## src/rtl/tmq_pkg.sv

```systemverilog
// ----------------------------------------------------------------------------
// tmq_pkg
// Shared types, constants and helpers of the torus quad generator.
// ----------------------------------------------------------------------------
`default_nettype none

package tmq_pkg;

  localparam int SIDES_MAX     = 256;
  localparam int CORDIC_STAGES = 16;
  // one quotient bit per cell after the first compare
  localparam int DIV_CELLS     = 33;
  // stage index of the cordic start register in the tag line
  localparam int C0_IDX        = DIV_CELLS + 1;
  // tag line: start, divider, cordic start, cordic, map, three product stages
  localparam int PIPE_LEN      = C0_IDX + 1 + CORDIC_STAGES + 1 + 3;

  localparam logic signed [32:0] KINIT = 33'sd652032874;

  // configuration register indexes
  typedef enum logic [1:0] {
    REG_RING_RADIUS = 2'd0,
    REG_TUBE_RADIUS = 2'd1,
    REG_RING_SIDES  = 2'd2,
    REG_TUBE_SIDES  = 2'd3
  } cfg_reg_t;

  // one lane of the long divider
  typedef struct packed {
    logic [8:0]  den;
    logic [7:0]  rem;
    logic [33:0] quo;
  } div_t;

  // one lane of the rotation cordic
  typedef struct packed {
    logic signed [32:0] x;
    logic signed [32:0] y;
    logic signed [32:0] z;
    logic [1:0]         quad;
  } cordic_t;

  // control that travels with each corner request
  typedef struct packed {
    logic        valid;
    logic [1:0]  corner;
    logic        err;
    logic        last;
    logic [16:0] tex_u;
    logic [16:0] tex_v;
  } tag_t;

  // geometry of one corner
  typedef struct packed {
    logic signed [17:0] pos_x;
    logic signed [17:0] pos_y;
    logic signed [17:0] pos_z;
    logic signed [15:0] norm_x;
    logic signed [15:0] norm_y;
    logic signed [15:0] norm_z;
  } vtx_t;

  // side count clamped to 3..SIDES_MAX
  function automatic logic [8:0] eff_sides(logic [8:0] s);
    logic [8:0] r;
    if (s < 9'd3) r = 9'd3;
    else if (s > 9'(SIDES_MAX)) r = 9'(SIDES_MAX);
    else r = s;
    return r;
  endfunction

  // atan(2^-i) in 2^-32 turns
  function automatic logic signed [32:0] atan_turn(logic [4:0] i);
    logic signed [32:0] v;
    unique case (i)
      5'd0:  v = 33'sd536870912;
      5'd1:  v = 33'sd316933406;
      5'd2:  v = 33'sd167458907;
      5'd3:  v = 33'sd85004756;
      5'd4:  v = 33'sd42667331;
      5'd5:  v = 33'sd21354465;
      5'd6:  v = 33'sd10679838;
      5'd7:  v = 33'sd5340245;
      5'd8:  v = 33'sd2670163;
      5'd9:  v = 33'sd1335087;
      5'd10: v = 33'sd667544;
      5'd11: v = 33'sd333772;
      5'd12: v = 33'sd166886;
      5'd13: v = 33'sd83443;
      5'd14: v = 33'sd41722;
      5'd15: v = 33'sd20861;
      5'd16: v = 33'sd10430;
      5'd17: v = 33'sd5215;
      5'd18: v = 33'sd2608;
      5'd19: v = 33'sd1304;
      5'd20: v = 33'sd652;
      5'd21: v = 33'sd326;
      5'd22: v = 33'sd163;
      5'd23: v = 33'sd81;
      default: v = 33'sd0;
    endcase
    return v;
  endfunction

  // round half up then shift right
  function automatic logic signed [65:0] rnd_sh(logic signed [65:0] v, logic [5:0] n);
    logic signed [65:0] half;
    half = 66'sd1 <<< (n - 6'd1);
    return (v + half) >>> n;
  endfunction

  function automatic logic signed [17:0] sat_pos(logic signed [65:0] v);
    logic signed [17:0] r;
    if (v < -66'sd131072) r = -18'sd131072;
    else if (v > 66'sd131071) r = 18'sd131071;
    else r = v[17:0];
    return r;
  endfunction

  function automatic logic signed [15:0] sat_norm(logic signed [65:0] v);
    logic signed [15:0] r;
    if (v < -66'sd16384) r = -16'sd16384;
    else if (v > 66'sd16384) r = 16'sd16384;
    else r = v[15:0];
    return r;
  endfunction

endpackage

`default_nettype wire

```

## src/rtl/tmq_cordic_cell.sv

```systemverilog
// ----------------------------------------------------------------------------
// tmq_cordic_cell
// One rotation step of the sine and cosine cordic.
// ----------------------------------------------------------------------------
`default_nettype none

module tmq_cordic_cell (
  input  wire              clk,
  input  wire              en,
  input  wire  [4:0]       step,
  input  tmq_pkg::cordic_t c_in,
  output tmq_pkg::cordic_t c_out
);
  import tmq_pkg::*;

  cordic_t c_nxt;
  cordic_t c_r;

  // rotate toward zero residual angle
  always_comb begin
    c_nxt.quad = c_in.quad;
    if (!c_in.z[32]) begin
      c_nxt.x = c_in.x - (c_in.y >>> step);
      c_nxt.y = c_in.y + (c_in.x >>> step);
      c_nxt.z = c_in.z - atan_turn(step);
    end else begin
      c_nxt.x = c_in.x + (c_in.y >>> step);
      c_nxt.y = c_in.y - (c_in.x >>> step);
      c_nxt.z = c_in.z + atan_turn(step);
    end
  end

  always_ff @(posedge clk) begin
    if (en) begin
      c_r <= c_nxt;
    end
  end

  assign c_out = c_r;

endmodule

`default_nettype wire

```

## config.mk

```make
export PLATFORM = sky130hd
export DESIGN_NAME = tmq_cordic_cell
export DESIGN_NICKNAME = d
export VERILOG_FILES = /design/src/rtl/tmq_pkg.sv /design/src/rtl/tmq_cordic_cell.sv
export SDC_FILE = /design/constraint.sdc
export NUM_CORES = 1
export LEC_CHECK = 0
export BUFFER_PORTS_ARGS = -buffer_cell sky130_fd_sc_hd__buf_2
export CAP_MARGIN = 15
export CORE_MARGIN = 1
export CORE_UTILIZATION = 42
export DETAILED_ROUTE_END_ITERATION = 8
export PLACE_DENSITY = 0.6
export RECOVER_POWER = 100
export SYNTH_ARGS = -nofsm -noshare
export SYNTH_HDL_FRONTEND = slang
export SYNTH_SLANG_ARGS = --single-unit
```

## constraint.sdc

```tcl
create_clock -name clk -period 5.9 [get_ports clk]
set_input_delay 0.295 -clock clk [delete_from_list [all_inputs] [get_ports clk]]
set_output_delay 0.295 -clock clk [all_outputs]
set_load 0.01 [all_outputs]
```

# == Word-level counts from Yosys, hierarchy flattened ==
# Memory sizes are Yosys's and may differ from the RTL's.
# Cells that the tools add are included.
# word_totals
ff_bits,101
latch_bits,0
ramBits,0
mem_bits_ro,1920
word_cells,17
mem_count,2
# classes
addsub,6
n_mul,0
n_div,0
n_lt_le_gt_ge,0
eq_ne,0
shift,2
mux,3
bitwise_logic,0
reduce_logical,0
# memory_table
memory,depth,word_bits,read_ports,rd_ports_with_merged_regs,wr,line,source
(no name shown),32,30,1,0,0,tmq_pkg.sv:75,unique case (i)
(no name shown),32,30,1,0,0,tmq_pkg.sv:75,
# op_table
operator,n
$add 33x33->33,3
$mux 99,1
$sub 33x33->33,3
$mux 33,2
$sshr 33x5->33,2

# == Logic depth before layout (Yosys ltp) ==
# An unclocked memory read counts as a cell.
# depth
word_depth,4
ltp_mapped,28

# == Worst setup path before layout ==
# Ideal clock, no wire load.
# synth_timing
path_type,input-to-reg
startpoint,input step[0]
endpoint,"register c_r (netlist bit c_out[32]), data pin"
setup_time_ns,0.281
arrival_ns,5.376
required_time_ns,5.619
path_slack_ns,0.243
path_stages,25
n_path_buf,7
path_cell_list,buf_6 > buf_12 > buf_12 > buf_6 > buf_6 > clkbuf_1 > inv_1 > ha_1 > mux4_2 > or3_1 > a211oi_1 > and3_1 > and3_1 > nor2_1 > xnor2_1 > ha_1 > clkbuf_1 > o21a_1 > o21a_1 > o21ai_0 > a2111o_1 > nand2_1 > a221o_1 > a31oi_1 > o311ai_0
# synth_lines
element,line,source
start: declaration,tmq_cordic_cell.sv:10,"input wire [4:0] step,"
end signal: assignment,tmq_cordic_cell.sv:35,c_r <= c_nxt;
end: declaration,tmq_cordic_cell.sv:17,cordic_t c_r;

==> impl_metrics.json <==
{
  "grt_pass1_vias": 15930,
  "core_area_um2": 36610,
  "layout_min_cycle_time_ps": 5613,
  "period_share": 0.9513,
  "h-tree-depth": 3,
  "yosysMostFrequentCell": "a21oi_1",
  "via_per_inst": 6.217,
  "grt_first_pass_wirelength_um": 95850,
  "drcViolationCount": 0,
  "dp_hpwl_um": 51330,
  "routed_wl_um": 63320,
  "synth-warning-count": 0,
  "n_antenna_cell": 0,
  "synth_edf_count": 101,
  "grt_usage": 0.3325,
  "yosys.area.top_type_share": 0.1942,
  "cp_data_arrival_time_ps": 5760,
  "syn_nets": 1973,
  "fin_ws_ps": 287.2,
  "cts.path.max_buffers": 2,
  "place_inst": 2591,
  "synth.area.top_cells": "edfxtp_1 (19%), mux4_2 (9.1%), ha_1 (8.7%)",
  "globalRouteOverflowTotal": 0,
  "cp-start-kind": "input port",
  "synth_cell_types": 91,
  "hold_viol": 0,
  "die_width_um": 194.9,
  "multi_input_area_um2": 11840,
  "antenna_found_initial": 0,
  "ir_drop_mv": 0.1713,
  "crit_slowest_cell": "mux4_2",
  "rows": 70,
  "port_buffers": 208,
  "crit_family": "compound AO/OA/AOI/OAI gates",
  "syn_area_per_cell_um2": 8.905,
  "status": "finished, violations left",
  "io_pins": 209,
  "synth_top_flop_cell": "edfxtp_1",
  "pre_cts_slack_ps": -330.5,
  "grt_max_degree": 66,
  "fmax_mhz": 178.2,
  "violations": "capacitance limit, slew limit",
  "firstDrtPassIters": 5,
  "globalplace.congestion": 1.026,
  "cp.required_ps": 6050,
  "stdcell_count": 2608,
  "nets": 2354,
  "seq_area_frac_synth": 0.1942,
  "synth_area_um2": 15620,
  "cts_tree": "yes",
  "drtIter0Drc": 1294,
  "crit_fanout": 35,
  "largest_reg_flops": 101,
  "area.growth.synth_to_final_pct": 21.00,
  "nFillCells": 3584,
  "die-area_um2": 37970,
  "via_count": 16215,
  "p_per_area_nw_per_um2": 230.7,
  "ys_async_sr_fraction": 0,
  "crit_path_end_kind": "register",
  "maxSlewViolCount": 104,
  "synth_cells": 1754,
  "clkSinkCount": 101,
  "initial_core_util": 0.4267,
  "critical_path_class": "input port to register",
  "clk_transition_reported_paths_ps": 80,
  "antenna_left": 0,
  "crit_buf_inv": 4,
  "synth_common_cells": "a21oi_1 (158), nor2_1 (124), nand2_1 (109), ha_1 (108), xnor2_1 (107)",
  "crit_chain": "buf_8 -> buf_12 -> mux4_2 -> mux2i_1 -> o22a_1 -> o211ai_1 -> nor3_1 -> clkbuf_4 -> a31oi_1 -> xor2_1 -> ha_1 -> and3_1 -> and3_1 -> a2111oi_0 -> clkbuf_1 -> nor3_2 -> o41ai_2 -> o2111a_1 -> o31ai_1 -> a21oi_1 -> xnor2_1",
  "tightest_slew_ps": 3085,
  "numCtsBuffers": 9,
  "ys_seq_elements": 101,
  "die_h_um": 194.9,
  "total_power_mw": 4.359,
  "hold_path.class": "input port to register",
  "slew_headroom": -1.057,
  "leakage_nw": 7.850,
  "maxCapViolCount": 2,
  "crit_top_cell": "and3_1",
  "slowest_delay_ps": 530,
  "drive_above_1_share": 0.2346,
  "rsz0062_at_grt": "no",
  "regArea_um2": 3033,
  "synth_top_cell_by_area": "edfxtp_1",
  "finalSetupViolCount": 0,
  "cts-root-buf": "clkbuf_16",
  "wl_per_cell_um": 24.28
}
==> cell usage in the layout, fill, tap and decap left out, types with 9 or more instances in the layout <==
| cell type | Yosys | routed |
|---|---|---|
| mux2_2 | 39 | 38 |
| ha_1 | 108 | 108 |
| or2_2 | 11 | 11 |
| xor2_1 | 61 | 61 |
| or3_1 | 12 | 12 |
| edfxtp_1 | 101 | 101 |
| and2_1 | 22 | 19 |
| clkbuf_1 | 54 | 118 |
| buf_4 | 9 | 235 |
| mux4_2 | 63 | 63 |
| mux2i_1 | 69 | 69 |
| nand2b_1 | 19 | 19 |
| and3_1 | 26 | 26 |
| a21oi_1 | 158 | 158 |
| a31oi_1 | 34 | 34 |
| a21o_1 | 39 | 39 |
| nor3_1 | 32 | 29 |
| o21a_1 | 21 | 21 |
| o211ai_1 | 11 | 11 |
| o21ai_0 | 92 | 91 |
| a41oi_1 | 12 | 12 |
| o22ai_1 | 18 | 18 |
| nor2_1 | 124 | 124 |
| a21boi_0 | 10 | 10 |
| buf_2 | 20 | 104 |
| mux4_1 | 9 | 9 |
| nand2_1 | 109 | 109 |
| xnor2_1 | 107 | 107 |
| a211oi_1 | 21 | 21 |
| nand4_1 | 11 | 11 |
| a22oi_1 | 17 | 17 |
| o21bai_1 | 22 | 22 |
| nand3_1 | 41 | 41 |
| inv_1 | 54 | 54 |
| a221o_1 | 12 | 12 |
| nor2b_1 | 28 | 28 |
| clkbuf_16 | 0 | 9 |
==> path summary, 6_finish.rpt <==
kind	start	end	cells past startpoint	slack [ps]
worst max-delay path	step[0]	c_out[99]	21	290
worst min-delay path	c_in[0]	c_out[0]	1	70
==> timing repair <==
item,CTS,global route
endpoints found under the setup margin,0,6
setup buffers,0,1
resized for setup,0,8
hold buffers,0,0
==> final cells by class <==
cell class / instances / share of cell area
inverter: 57 / 0.01132
sequential: 101 / 0.1605
clock buffer: 9 / 0.01192
tap: 468 / 0.03098
multi-input combinational: 1493 / 0.6265
timing repair buffer: 473 / 0.1558
clock inverter: 7 / 0.003045
==> logic make-up after synthesis <==
family	after synthesis	synth area share
AOI/OAI and AO/OA	562	0.2402
xor gates and xnor gates	168	0.09420
adders and majority gates	111	0.09036
buffers and inverters	160	0.04966
DFF	101	0.1942
muxes	181	0.1793
and+or+nand+nor	471	0.1521
==> stage by stage <==
stage	utilization	setup TNS (ps)	area [um^2]	hold slack [ps]
floorplan	-	0	15620	393.9
global placement	0.5127	-596.0	18770	471.8
detailed placement	0.5127	-773.2	18770	474.5
CTS	0.5204	0	19050	59.53
global route	0.5162	0	18900	66.20
finish	0.5162	0	18900	73.46
==> power breakdown <==
part	total, mW	switching, mW	internal, mW	leakage, nW
clock network	0.616	0.324	0.292	0.130
logic	2.62	1.49	1.13	6.73
registers	1.12	0.0499	1.07	0.989
total	4.36	1.86	2.50	7.85
==> per-layer routing <==
layer,track usage,vias up,part of all wire
met5,0,-,0
met4,0.1829,0,0.058
met3,0.04616,140,0.062
met2,0.5546,658,0.47
met1,0.4143,7892,0.41
li1,-,7525,-
Note: power is estimated with default switching activity, not from simulation.
