File: src/rtl/tmq_pkg.sv
// ----------------------------------------------------------------------------
// tmq_pkg
// Shared types, constants and helpers of the torus quad generator.
// ----------------------------------------------------------------------------
`default_nettype none

package tmq_pkg;

  localparam int SIDES_MAX     = 256;
  localparam int CORDIC_STAGES = 16;
  // one quotient bit per cell after the first compare
  localparam int DIV_CELLS     = 33;
  // stage index of the cordic start register in the tag line
  localparam int C0_IDX        = DIV_CELLS + 1;
  // tag line: start, divider, cordic start, cordic, map, three product stages
  localparam int PIPE_LEN      = C0_IDX + 1 + CORDIC_STAGES + 1 + 3;

  localparam logic signed [32:0] KINIT = 33'sd652032874;

  // configuration register indexes
  typedef enum logic [1:0] {
    REG_RING_RADIUS = 2'd0,
    REG_TUBE_RADIUS = 2'd1,
    REG_RING_SIDES  = 2'd2,
    REG_TUBE_SIDES  = 2'd3
  } cfg_reg_t;

  // one lane of the long divider
  typedef struct packed {
    logic [8:0]  den;
    logic [7:0]  rem;
    logic [33:0] quo;
  } div_t;

  // one lane of the rotation cordic
  typedef struct packed {
    logic signed [32:0] x;
    logic signed [32:0] y;
    logic signed [32:0] z;
    logic [1:0]         quad;
  } cordic_t;

  // control that travels with each corner request
  typedef struct packed {
    logic        valid;
    logic [1:0]  corner;
    logic        err;
    logic        last;
    logic [16:0] tex_u;
    logic [16:0] tex_v;
  } tag_t;

  // geometry of one corner
  typedef struct packed {
    logic signed [17:0] pos_x;
    logic signed [17:0] pos_y;
    logic signed [17:0] pos_z;
    logic signed [15:0] norm_x;
    logic signed [15:0] norm_y;
    logic signed [15:0] norm_z;
  } vtx_t;

  // side count clamped to 3..SIDES_MAX
  function automatic logic [8:0] eff_sides(logic [8:0] s);
    logic [8:0] r;
    if (s < 9'd3) r = 9'd3;
    else if (s > 9'(SIDES_MAX)) r = 9'(SIDES_MAX);
    else r = s;
    return r;
  endfunction

  // atan(2^-i) in 2^-32 turns
  function automatic logic signed [32:0] atan_turn(logic [4:0] i);
    logic signed [32:0] v;
    unique case (i)
      5'd0:  v = 33'sd536870912;
      5'd1:  v = 33'sd316933406;
      5'd2:  v = 33'sd167458907;
      5'd3:  v = 33'sd85004756;
      5'd4:  v = 33'sd42667331;
      5'd5:  v = 33'sd21354465;
      5'd6:  v = 33'sd10679838;
      5'd7:  v = 33'sd5340245;
      5'd8:  v = 33'sd2670163;
      5'd9:  v = 33'sd1335087;
      5'd10: v = 33'sd667544;
      5'd11: v = 33'sd333772;
      5'd12: v = 33'sd166886;
      5'd13: v = 33'sd83443;
      5'd14: v = 33'sd41722;
      5'd15: v = 33'sd20861;
      5'd16: v = 33'sd10430;
      5'd17: v = 33'sd5215;
      5'd18: v = 33'sd2608;
      5'd19: v = 33'sd1304;
      5'd20: v = 33'sd652;
      5'd21: v = 33'sd326;
      5'd22: v = 33'sd163;
      5'd23: v = 33'sd81;
      default: v = 33'sd0;
    endcase
    return v;
  endfunction

  // round half up then shift right
  function automatic logic signed [65:0] rnd_sh(logic signed [65:0] v, logic [5:0] n);
    logic signed [65:0] half;
    half = 66'sd1 <<< (n - 6'd1);
    return (v + half) >>> n;
  endfunction

  function automatic logic signed [17:0] sat_pos(logic signed [65:0] v);
    logic signed [17:0] r;
    if (v < -66'sd131072) r = -18'sd131072;
    else if (v > 66'sd131071) r = 18'sd131071;
    else r = v[17:0];
    return r;
  endfunction

  function automatic logic signed [15:0] sat_norm(logic signed [65:0] v);
    logic signed [15:0] r;
    if (v < -66'sd16384) r = -16'sd16384;
    else if (v > 66'sd16384) r = 16'sd16384;
    else r = v[15:0];
    return r;
  endfunction

endpackage

`default_nettype wire

File: src/rtl/tmq_div_cell.sv
// ----------------------------------------------------------------------------
// tmq_div_cell
// One restoring step of the angle divider: one quotient bit per cell.
// ----------------------------------------------------------------------------
`default_nettype none

module tmq_div_cell (
  input  wire            clk,
  input  wire            en,
  input  tmq_pkg::div_t  d_in,
  output tmq_pkg::div_t  d_out
);
  import tmq_pkg::*;

  logic [8:0] dbl;
  logic       ge;
  div_t       d_nxt;
  div_t       d_r;

  // shift remainder, compare, subtract
  always_comb begin
    dbl         = {d_in.rem, 1'b0};
    ge          = (dbl >= d_in.den);
    d_nxt.den   = d_in.den;
    d_nxt.rem   = ge ? 8'(dbl - d_in.den) : dbl[7:0];
    d_nxt.quo   = {d_in.quo[32:0], ge};
  end

  always_ff @(posedge clk) begin
    if (en) begin
      d_r <= d_nxt;
    end
  end

  assign d_out = d_r;

endmodule

`default_nettype wire

File: config.mk
export PLATFORM = sky130hd
export DESIGN_NAME = tmq_div_cell
export DESIGN_NICKNAME = d
export VERILOG_FILES = /design/src/rtl/tmq_pkg.sv /design/src/rtl/tmq_div_cell.sv
export SDC_FILE = /design/constraint.sdc
export NUM_CORES = 1
export LEC_CHECK = 0
export BUFFER_PORTS_ARGS = -buffer_cell sky130_fd_sc_hd__buf_4
export CELL_PAD_IN_SITES_DETAIL_PLACEMENT = 1
export CELL_PAD_IN_SITES_GLOBAL_PLACEMENT = 2
export CORE_ASPECT_RATIO = 1.25
export CORE_UTILIZATION = 30
export CTS_BUF_LIST = sky130_fd_sc_hd__clkbuf_8
export CTS_CLUSTER_SIZE = 28
export DETAILED_ROUTE_END_ITERATION = 10
export MAX_ROUTING_LAYER = met4
export PLACE_DENSITY = 0.85
export REMOVE_ABC_BUFFERS = 1
export SLEW_MARGIN = 20
export SYNTH_ARGS = -nofsm -noshare
export SYNTH_HDL_FRONTEND = slang
export SYNTH_SLANG_ARGS = --single-unit
File: constraint.sdc
create_clock -name clk -period 2.27 [get_ports clk]
set_clock_uncertainty 0.05 [all_clocks]
set_input_delay 0.227 -clock clk [delete_from_list [all_inputs] [get_ports clk]]
set_output_delay 0.227 -clock clk [all_outputs]
set_load 0.02 [all_outputs]
# [Word-level counts from Yosys, hierarchy flattened]
# Cells that the tools add are included.
[op_classes] n_addsub=1 multipliers=0 div_mod_pow=0 magnitude_cmp=1 n_eq_ne=0 shifts=0 n_mux=1 bitwise=0 n_reduce_logical=0
[ops] operator=">= comparator 9 bit" count=1
[ops] operator="2-to-1 mux 8 bit" count=1
[ops] operator="subtractor 8 bit" count=1
[totals] regBits=51 latchBits=0 ram_bits=0 rom_bits=0 inputBits=53 output_inout_bits=51 mem_count=0

# [Depth between registers and ports, before layout]
# Gate-level depths: netlist of run 1.
[logic_depth] depth_word=2 depth_mapped=8

# [Least setup slack after synthesis of run 1]
# No wires, ideal clock.
[synth_path] kind="in2reg" startpoint="in d_in[46] (netlist name)" endpoint="reg d_r (netlist bit d_out[36]), data pin" t_arrival_ps=1636 required_ps=1960 setup_slack_ps=324 path_stages=7 path_buffers=0 cell_sequence="inv_1 > ha_1 > and3_1 > o21ai_0 > nand3_1 > a21oi_4 > mux2_4"
[synth_lines] element="start, declared" line_no="tmq_div_cell.sv:10" text="input tmq_pkg::div_t d_in,"
[synth_lines] element="end signal, assigned" line_no="tmq_div_cell.sv:31" text="d_r <= d_nxt;"
[synth_lines] element="end, declared" line_no="tmq_div_cell.sv:18" text="div_t d_r;"

==> run metrics, run 1 <==
status finished clean; Syn Area/Cell 17.5 um^2; Largest delay share family, worst path compound AO/OA/AOI/OAI gates; Hold Buf Count CTS 0; minimum clock period after layout 1.88 ns; Post-Syn Instances 118; worst hold start d_in[25]; Buf/Inv on CP 2; cts repair resizes 0; Avg WL per Cell 15.4 um; GR Util All Layers 14.1%; Critical Path AT 1.88 ns; Via density 4.43; max reg flops 51; # DRC 0; MaxCap Viol Count 0; vias 1405; ANT nets after route 0; ANT cells 0; Synth Area in Compound Gates 6.48%; CTS root buffer clkbuf_8; mux contribution to synthesized area 4.12%; Worst Setup Start Kind input port; Distinct cells, synth 30; Die Y 94.7 um; most frequent cells in the layout buf_4 (105), edfxtp_1 (51), inv_1 (14); I/O pin total 104; CP Class input port to register; Seq/Total Area, Yosys 74.2%; number of global-route vias before repair 1419; largest net degree at the start of global routing 52; H-Tree Level Count 2; Post-CTS Setup Inserts 0; largest family of logic cells by synthesized area compound AO/OA/AOI/OAI gates; PnR worst setup slack 0.394 ns; Tightest Hold Check Type input port to register; Tightest Pin Transition 0.619 ns; Worst Setup End Kind register; Adder-Cell Fraction of Synth Area 6.42%; clk buf depth 2; xor/xnor share of the synthesized area 1.27%; first-pass GRT wire length 7290 um; initial antenna violation count 0; relative slew slack 58.7%; final net count 292; CTS Sinks 51; Area Growth Syn to Fin 47.0%; core region area 6610 um^2; synthesized flop and latch total 51; Total Neg Setup Slack 0 ns; Synth Area in Simple Gates 4.79%; GPL Wtd Cong 0.812; clock slew at reported path FFs 0.08 ns; CTS tree built; Num CTS Buffers 5; routed wire length 4880 um; Final Setup Violations 0; Yosys top cell by area edfxtp_1; Initial Utilization 31.3%; Pleak 1.32 nW; DIE AREA 7220 um^2; Rows 33; Initial DRC Count 71; final hold violation count 0; hold path endpoint d_out[26]; final worst path period share 82.7%; RSZ-0062 raised after global routing no; PD cells 697 nW/um^2; max incr delay on CP 0.47 ns; Slew Limit Fails 0; layout cell share with drive strength beyond 1 52.6%; Pre-antenna DRT Iters 4; PortBufs 102; Synth top area share 74.2%; most common cell after layout, fill and taps aside buf_4; DP Worst Slack 0.0724 ns; Final HPWL DP 3930 um; yosys warns 0; GRT overflow 0; CP Max Fanout 3; worst hold stages 1; CP Cell Sequence buf_4, inv_1, fa_1, nor2b_1, o31a_2, nor4_1, a311o_2, mux2_4; top cells by area, synth edfxtp_1 (74%), ha_1 (5.5%), mux2_4 (3.6%); Peak VDD IR 0.296 mV; f_max 533 MHz; die span in x 76.2 um; mapped cell area 2060 um^2; Critical Path Slowest Stage Cell fa_1; Critical Path RT 2.27 ns
-- through the flow --
step / utilization (%) / hold slack, ns / total power, mW / cells / cell area (um^2)
global placement: 44.7 / 0.355 / 1.66 / 309 / 2950
CTS: 45.9 / 0.0374 / 2.14 / 317 / 3030
finish: 45.9 / 0.0480 / 2.11 / 317 / 3030
detailed placement: 44.7 / 0.357 / 1.67 / 309 / 2950
global route: 45.9 / 0.0351 / 2.20 / 317 / 3030
floorplan: - / 0.276 / 1.42 / 117 / 2060
-- layer usage --
layer  routed length [um]  share of wire [%]  up-vias  track usage (%)
met5                    0                  0        -                -
met3                  439                9.0        7             5.41
li1                     -                  -      665                -
met1                 1780                 36      659             13.9
met2                 2570                 53       74             25.2
met4                   94                1.9        0             5.45
-- worst max path at each step --
| stage | cells after the start | start | endpoint |
|---|---|---|---|
| 2_1_floorplan | 7 | d_in[46] | d_out[36] |
| 3_3_place_gp | 7 | d_in[37] | d_out[36] |
| 3_5_place_dp | 7 | d_in[37] | d_out[36] |
| 4_1_cts | 8 | d_in[34] | d_out[40] |
| 5_1_grt | 8 | d_in[34] | d_out[40] |
| 6_report | 8 | d_in[34] | d_out[40] |
-- cells in the mapped netlist (all sizes together) --
library cell / count
a211oi: 2
a21o: 1
a21oi: 4
a311o: 1
a311oi: 1
a31oi: 1
and3: 1
and4: 1
buf: 1
edfxtp: 51
fa: 1
ha: 9
inv: 13
mux2: 5
mux2i: 1
nand3: 2
nand4: 1
nor2: 5
nor2b: 2
nor3: 2
nor3b: 2
nor4: 1
o21a: 3
o21ai: 3
o31a: 1
xnor2: 2
xor2: 1
-- cells by family after synthesis --
logic type | Yosys count
AO/OA/AOI/OAI | 17
adder cells (fa/ha/maj) | 10
AND/OR/NAND/NOR | 17
multiplexers | 6
buffers and inverters | 14
flip-flops | 51
XOR/XNOR | 3
-- where the power goes --
group	internal, mW	switching, mW
combinational	0.235	0.252
sequential	1.13	0.0245
clock	0.206	0.265
-- layout make-up --
cell class,instances,area [um^2]
Timing Repair Buffer,105,788
Clock inverter,3,11.3
Fill cell,710,3570
Clock buffer,5,68.8
Inverter,13,48.8
Tap cell,87,109
Sequential cell,51,1530
Multi-Input combinational cell,53,477
(Power assumes the default switching activity.)
==> run 2: changes to the inputs <==
--- a/config.mk
+++ b/config.mk
@@ -9,12 +9,12 @@
 export CELL_PAD_IN_SITES_DETAIL_PLACEMENT = 1
 export CELL_PAD_IN_SITES_GLOBAL_PLACEMENT = 2
 export CORE_ASPECT_RATIO = 1.25
-export CORE_UTILIZATION = 30
+export CORE_UTILIZATION = 27
 export CTS_BUF_LIST = sky130_fd_sc_hd__clkbuf_8
 export CTS_CLUSTER_SIZE = 28
 export DETAILED_ROUTE_END_ITERATION = 10
 export MAX_ROUTING_LAYER = met4
-export PLACE_DENSITY = 0.85
+export PLACE_DENSITY = 0.81
 export REMOVE_ABC_BUFFERS = 1
 export SLEW_MARGIN = 20
 export SYNTH_ARGS = -nofsm -noshare
==> constraint.sdc (replaced) <==
create_clock -name clk -period 1.6 [get_ports clk]
set_clock_uncertainty 0.05 [all_clocks]
set_input_delay 0.16 -clock clk [delete_from_list [all_inputs] [get_ports clk]]
set_output_delay 0.16 -clock clk [all_outputs]
set_load 0.02 [all_outputs]
==> run 2 against run 1 <==
The run now ends with negative setup slack left. Non-clock buffer count rose by 65. Via count increased by 18%. Sequential share of layout area down 10 points. Combinational power up 87%. Largest cell class unchanged.
==> run metrics, run 2 (synthesis gave the netlist of run 1 again) <==
max incr delay on CP 0.31 ns; GR Util All Layers 14.3%; final hold violation count 0; MaxCap Viol Count 0; Seq pwr share 49.8%; CP Max Fanout 6; CTS root buffer clkbuf_8; Via density 4.28; core region area 7400 um^2; PD cells 865 nW/um^2; CP Class input port to register; Critical Path Slowest Stage Cell a211oi_2; final net count 357; Filler cells 779; Net Sw Frac 26.5%; CTS tree built; routed wire length 5440 um; Initial DRC Count 41; largest net degree at the start of global routing 24; Critical Path RT 1.61 ns; ANT cells 0; failing checks negative setup slack; initial antenna violation count 0; most frequent cells in the layout buf_4 (123), edfxtp_1 (51), dlygate4sd3_1 (39); status complete, but fails checks; Num CTS Buffers 5; Final Power 3.29 mW; minimum clock period after layout 1.63 ns; relative slew slack 78.1%; vias 1655; die span in x 80.2 um; max reg flops 51; area of the multi-input gates 576 um^2; Layout Cells excl Fill 387; most common cell after layout, fill and taps aside buf_4; clk buf depth 2; Buf/Inv on CP 3; Peak VDD IR 0.420 mV; register area 1530 um^2; Area Growth Syn to Fin 84.1%; placed cells 333; Largest delay share family, worst path compound AO/OA/AOI/OAI gates; GRT overflow 0; Worst Setup End Kind register; clock slew at reported path FFs 0.10 ns; Avg WL per Cell 14.1 um; ANT nets after route 0; Final Setup Violations 5; Tightest Hold Check Type input port to register; final worst path period share 102%; CTS Sinks 51; # DRC 0; I/O pin total 104; Initial Utilization 27.9%; sw power 870 uW; f_max 613 MHz; clock group share of total power 22.5%; layout cell share with drive strength beyond 1 55.9%; Critical Path AT 1.64 ns; Tightest Pin Transition 0.328 ns; DIE AREA 8000 um^2; first-pass GRT wire length 8200 um; Slew Limit Fails 0; Pre-antenna DRT Iters 2; Pleak 1.64 nW; PnR worst setup slack -0.0326 ns; PortBufs 102; Worst Setup Start Kind input port; number of global-route vias before repair 1688; CP Cell Sequence buf_8, inv_4, ha_4, and3_4, nand4_1, a211oi_2, a21oi_4, buf_12, mux2_4; GPL Wtd Cong 0.732; Cell Int Power 2.42 mW; H-Tree Level Count 2; RSZ-0062 raised after global routing yes; Rows 35; Final HPWL DP 3670 um; Comb power frac 27.7%; Die Y 99.8 um
==> run 2: metal layers <==
metal,up-vias,wire length [um],GRT usage (%)
met5,-,0,-
met4,0,61,4.12
met3,6,303,2.57
met2,61,3210,28.9
met1,790,1860,13.0
li1,798,-,-
==> run 2: repair_timing <==
item / in CTS / in global routing
hold buffers: 39 / 0
resized for setup: 24 / 7
buffers inserted: 7 / 0
endpoints found under the hold margin: 39 / 0
pin swaps: 10 / 8
endpoints found under the setup margin: 8 / 7
==> run 2: final timing paths <==
path,from,endpoint,slack [ns],cells after the start
worst max-delay path,d_in[46],d_out[39],-0.03,9
worst min-delay path,d_in[43],d_out[43],0.01,1
==> run 2: cell type report <==
| class | count | share of cell area (%) |
|---|---|---|
| clock buffers | 5 | 1.81 |
| clock inverters | 3 | 0.527 |
| inverters | 13 | 1.48 |
| multi-input cells | 53 | 15.1 |
| flip-flops and latches | 51 | 40.3 |
| well taps | 92 | 3.03 |
| repair buffers | 170 | 37.7 |
==> run 2: through the flow <==
stage	cell area (um^2)	setup TNS (ns)	hold WS [ns]	setup WS, ns	util (%)
after detailed placement	3120	-4.17	0.289	-0.526	42.1
after CTS	3770	-0.198	0.00743	-0.0470	50.9
after global routing	3800	-0.354	0.00881	-0.0709	51.3
after global placement	3120	-4.06	0.288	-0.507	42.1
final	3800	-0.123	0.0134	-0.0326	51.3
after floorplan	2060	-1.55	0.209	-0.279	-
==> run 2: power by group through the flow <==
stage                     logic, mW  registers [mW]  clock network (mW)
after detailed placement      0.751            1.67                   0
after global placement        0.740            1.66                   0
after CTS                     0.903            1.64               0.775
final                         0.911            1.64               0.739
after floorplan               0.186            1.82                   0
after global routing          0.975            1.65               0.822
==> run 3: changes to the inputs <==
--- a/config.mk
+++ b/config.mk
@@ -9,6 +9,7 @@
 export CELL_PAD_IN_SITES_DETAIL_PLACEMENT = 1
 export CELL_PAD_IN_SITES_GLOBAL_PLACEMENT = 2
 export CORE_ASPECT_RATIO = 1.25
+export CORE_MARGIN = 10
 export CORE_UTILIZATION = 27
 export CTS_BUF_LIST = sky130_fd_sc_hd__clkbuf_8
 export CTS_CLUSTER_SIZE = 28
==> run 3 against run 2 <==
The run still ends with negative setup slack left. Sequential share of layout area increased by 0.36 points. Die area increased by 45%. Global-route usage decreased by 2.8 points. First-iteration DRC count increased by 49%. Largest power group unchanged. Highest routed layer unchanged.
==> run metrics, run 3 (synthesis gave the netlist of run 1 again) <==
Critical Path Slowest Stage Cell fa_2; most frequent cells in the layout buf_4 (123), edfxtp_1 (51), dlygate4sd3_1 (39); Initial DRC Count 61; ANT cells 0; GRT overflow 0; clock slew at reported path FFs 0.10 ns; number of global-route vias before repair 1865; Critical Path RT 1.60 ns; max incr delay on CP 0.40 ns; Avg WL per Cell 16.9 um; CP Class input port to register; Final HPWL DP 4760 um; CTS root buffer clkbuf_8; first-pass GRT wire length 10200 um; initial antenna violation count 0; DIE AREA 11600 um^2; Worst Setup End Kind register; minimum clock period after layout 1.67 ns; Critical Path AT 1.67 ns; die span in x 98.2 um; Initial Utilization 27.9%; I/O pin total 104; final net count 355; Slew Limit Fails 0; status complete, but fails checks; Worst Setup Start Kind input port; CP Cell Sequence buf_4, fa_2, nor2b_2, o31a_2, nor4_1, a311o_2, mux2_4; Final Power 3.42 mW; max reg flops 51; ANT nets after route 0; relative slew slack 79.9%; H-Tree Level Count 2; Filler cells 775; register area 1530 um^2; CTS tree built; Rows 35; PD cells 908 nW/um^2; core region area 7400 um^2; Tightest Pin Transition 0.301 ns; Largest delay share family, worst path compound AO/OA/AOI/OAI gates; RSZ-0062 raised after global routing yes; layout cell share with drive strength beyond 1 55.5%; Pre-antenna DRT Iters 6; GR Util All Layers 11.4%; f_max 599 MHz; CTS Sinks 51; most common cell after layout, fill and taps aside buf_4; largest net degree at the start of global routing 20; Die Y 118 um; area of the multi-input gates 563 um^2; routed wire length 6490 um; Via density 4.28; Final Setup Violations 5; Peak VDD IR 0.458 mV; GPL Wtd Cong 0.776; clk buf depth 2; Num CTS Buffers 5; vias 1645; # DRC 0; final worst path period share 104%; PnR worst setup slack -0.0683 ns; Tightest Hold Check Type input port to register; final hold violation count 0; CP Max Fanout 3; Buf/Inv on CP 1; Pleak 1.63 nW; Final Core Density 50.9%; MaxCap Viol Count 0; PortBufs 102; failing checks negative setup slack; Area Growth Syn to Fin 82.4%
-- run 3: cell types whose count changed in the layout (fill, tap and decap cells not counted), sizes merged --
cell,delta
buf,-2
clkinv,-2
bufinv,+1
-- run 3: metrics by stage --
step | cells | setup WS (ns) | setup TNS (ns) | hold WS, ns | area [um^2]
global route | 384 | -0.105 | -0.563 | 0.00770 | 3770
detailed placement | 333 | -0.477 | -3.59 | 0.290 | 3120
floorplan | 117 | -0.279 | -1.55 | 0.209 | 2060
global placement | 333 | -0.439 | -3.47 | 0.288 | 3120
CTS | 384 | -0.0685 | -0.336 | 0.00885 | 3740
finish | 384 | -0.0683 | -0.194 | 0.0238 | 3770
-- run 3: area by class of cell --
class                      count  area share [%]
clock inverter                 2           0.997
clock buffer                   5            1.83
multi-input combinational     53            15.0
sequential                    51            40.7
tap                           92            3.06
inverter                      13            1.36
timing repair buffer         168            37.1
-- run 3: power breakdown --
part / internal (mW) / total (mW) / switching (mW) / leakage, nW
combinational: 0.490 / 0.907 / 0.416 / 1.08
sequential: 1.61 / 1.64 / 0.0339 / 0.499
clock: 0.458 / 0.874 / 0.417 / 0.0502
-- run 3: path summary, 6_finish.rpt --
kind / slack [ns] / depth (start not counted) / from / to
setup / recovery: -0.07 / 7 / d_in[42] / d_out[40]
hold / removal: 0.02 / 1 / d_in[43] / d_out[43]
-- run 3: metal layers --
metal	share of wire, %	global-route usage (%)
met1	38	11.4
met2	55	21.3
met3	6.7	3.35
met4	0.35	2.42
met5	0	-
-- run 3: repair_timing --
action,in CTS,in global routing
resized for setup,13,9
hold buffers,39,0
endpoints found under the setup margin,8,8
pin swaps,10,5
endpoints found under the hold margin,39,0
setup buffers,5,0
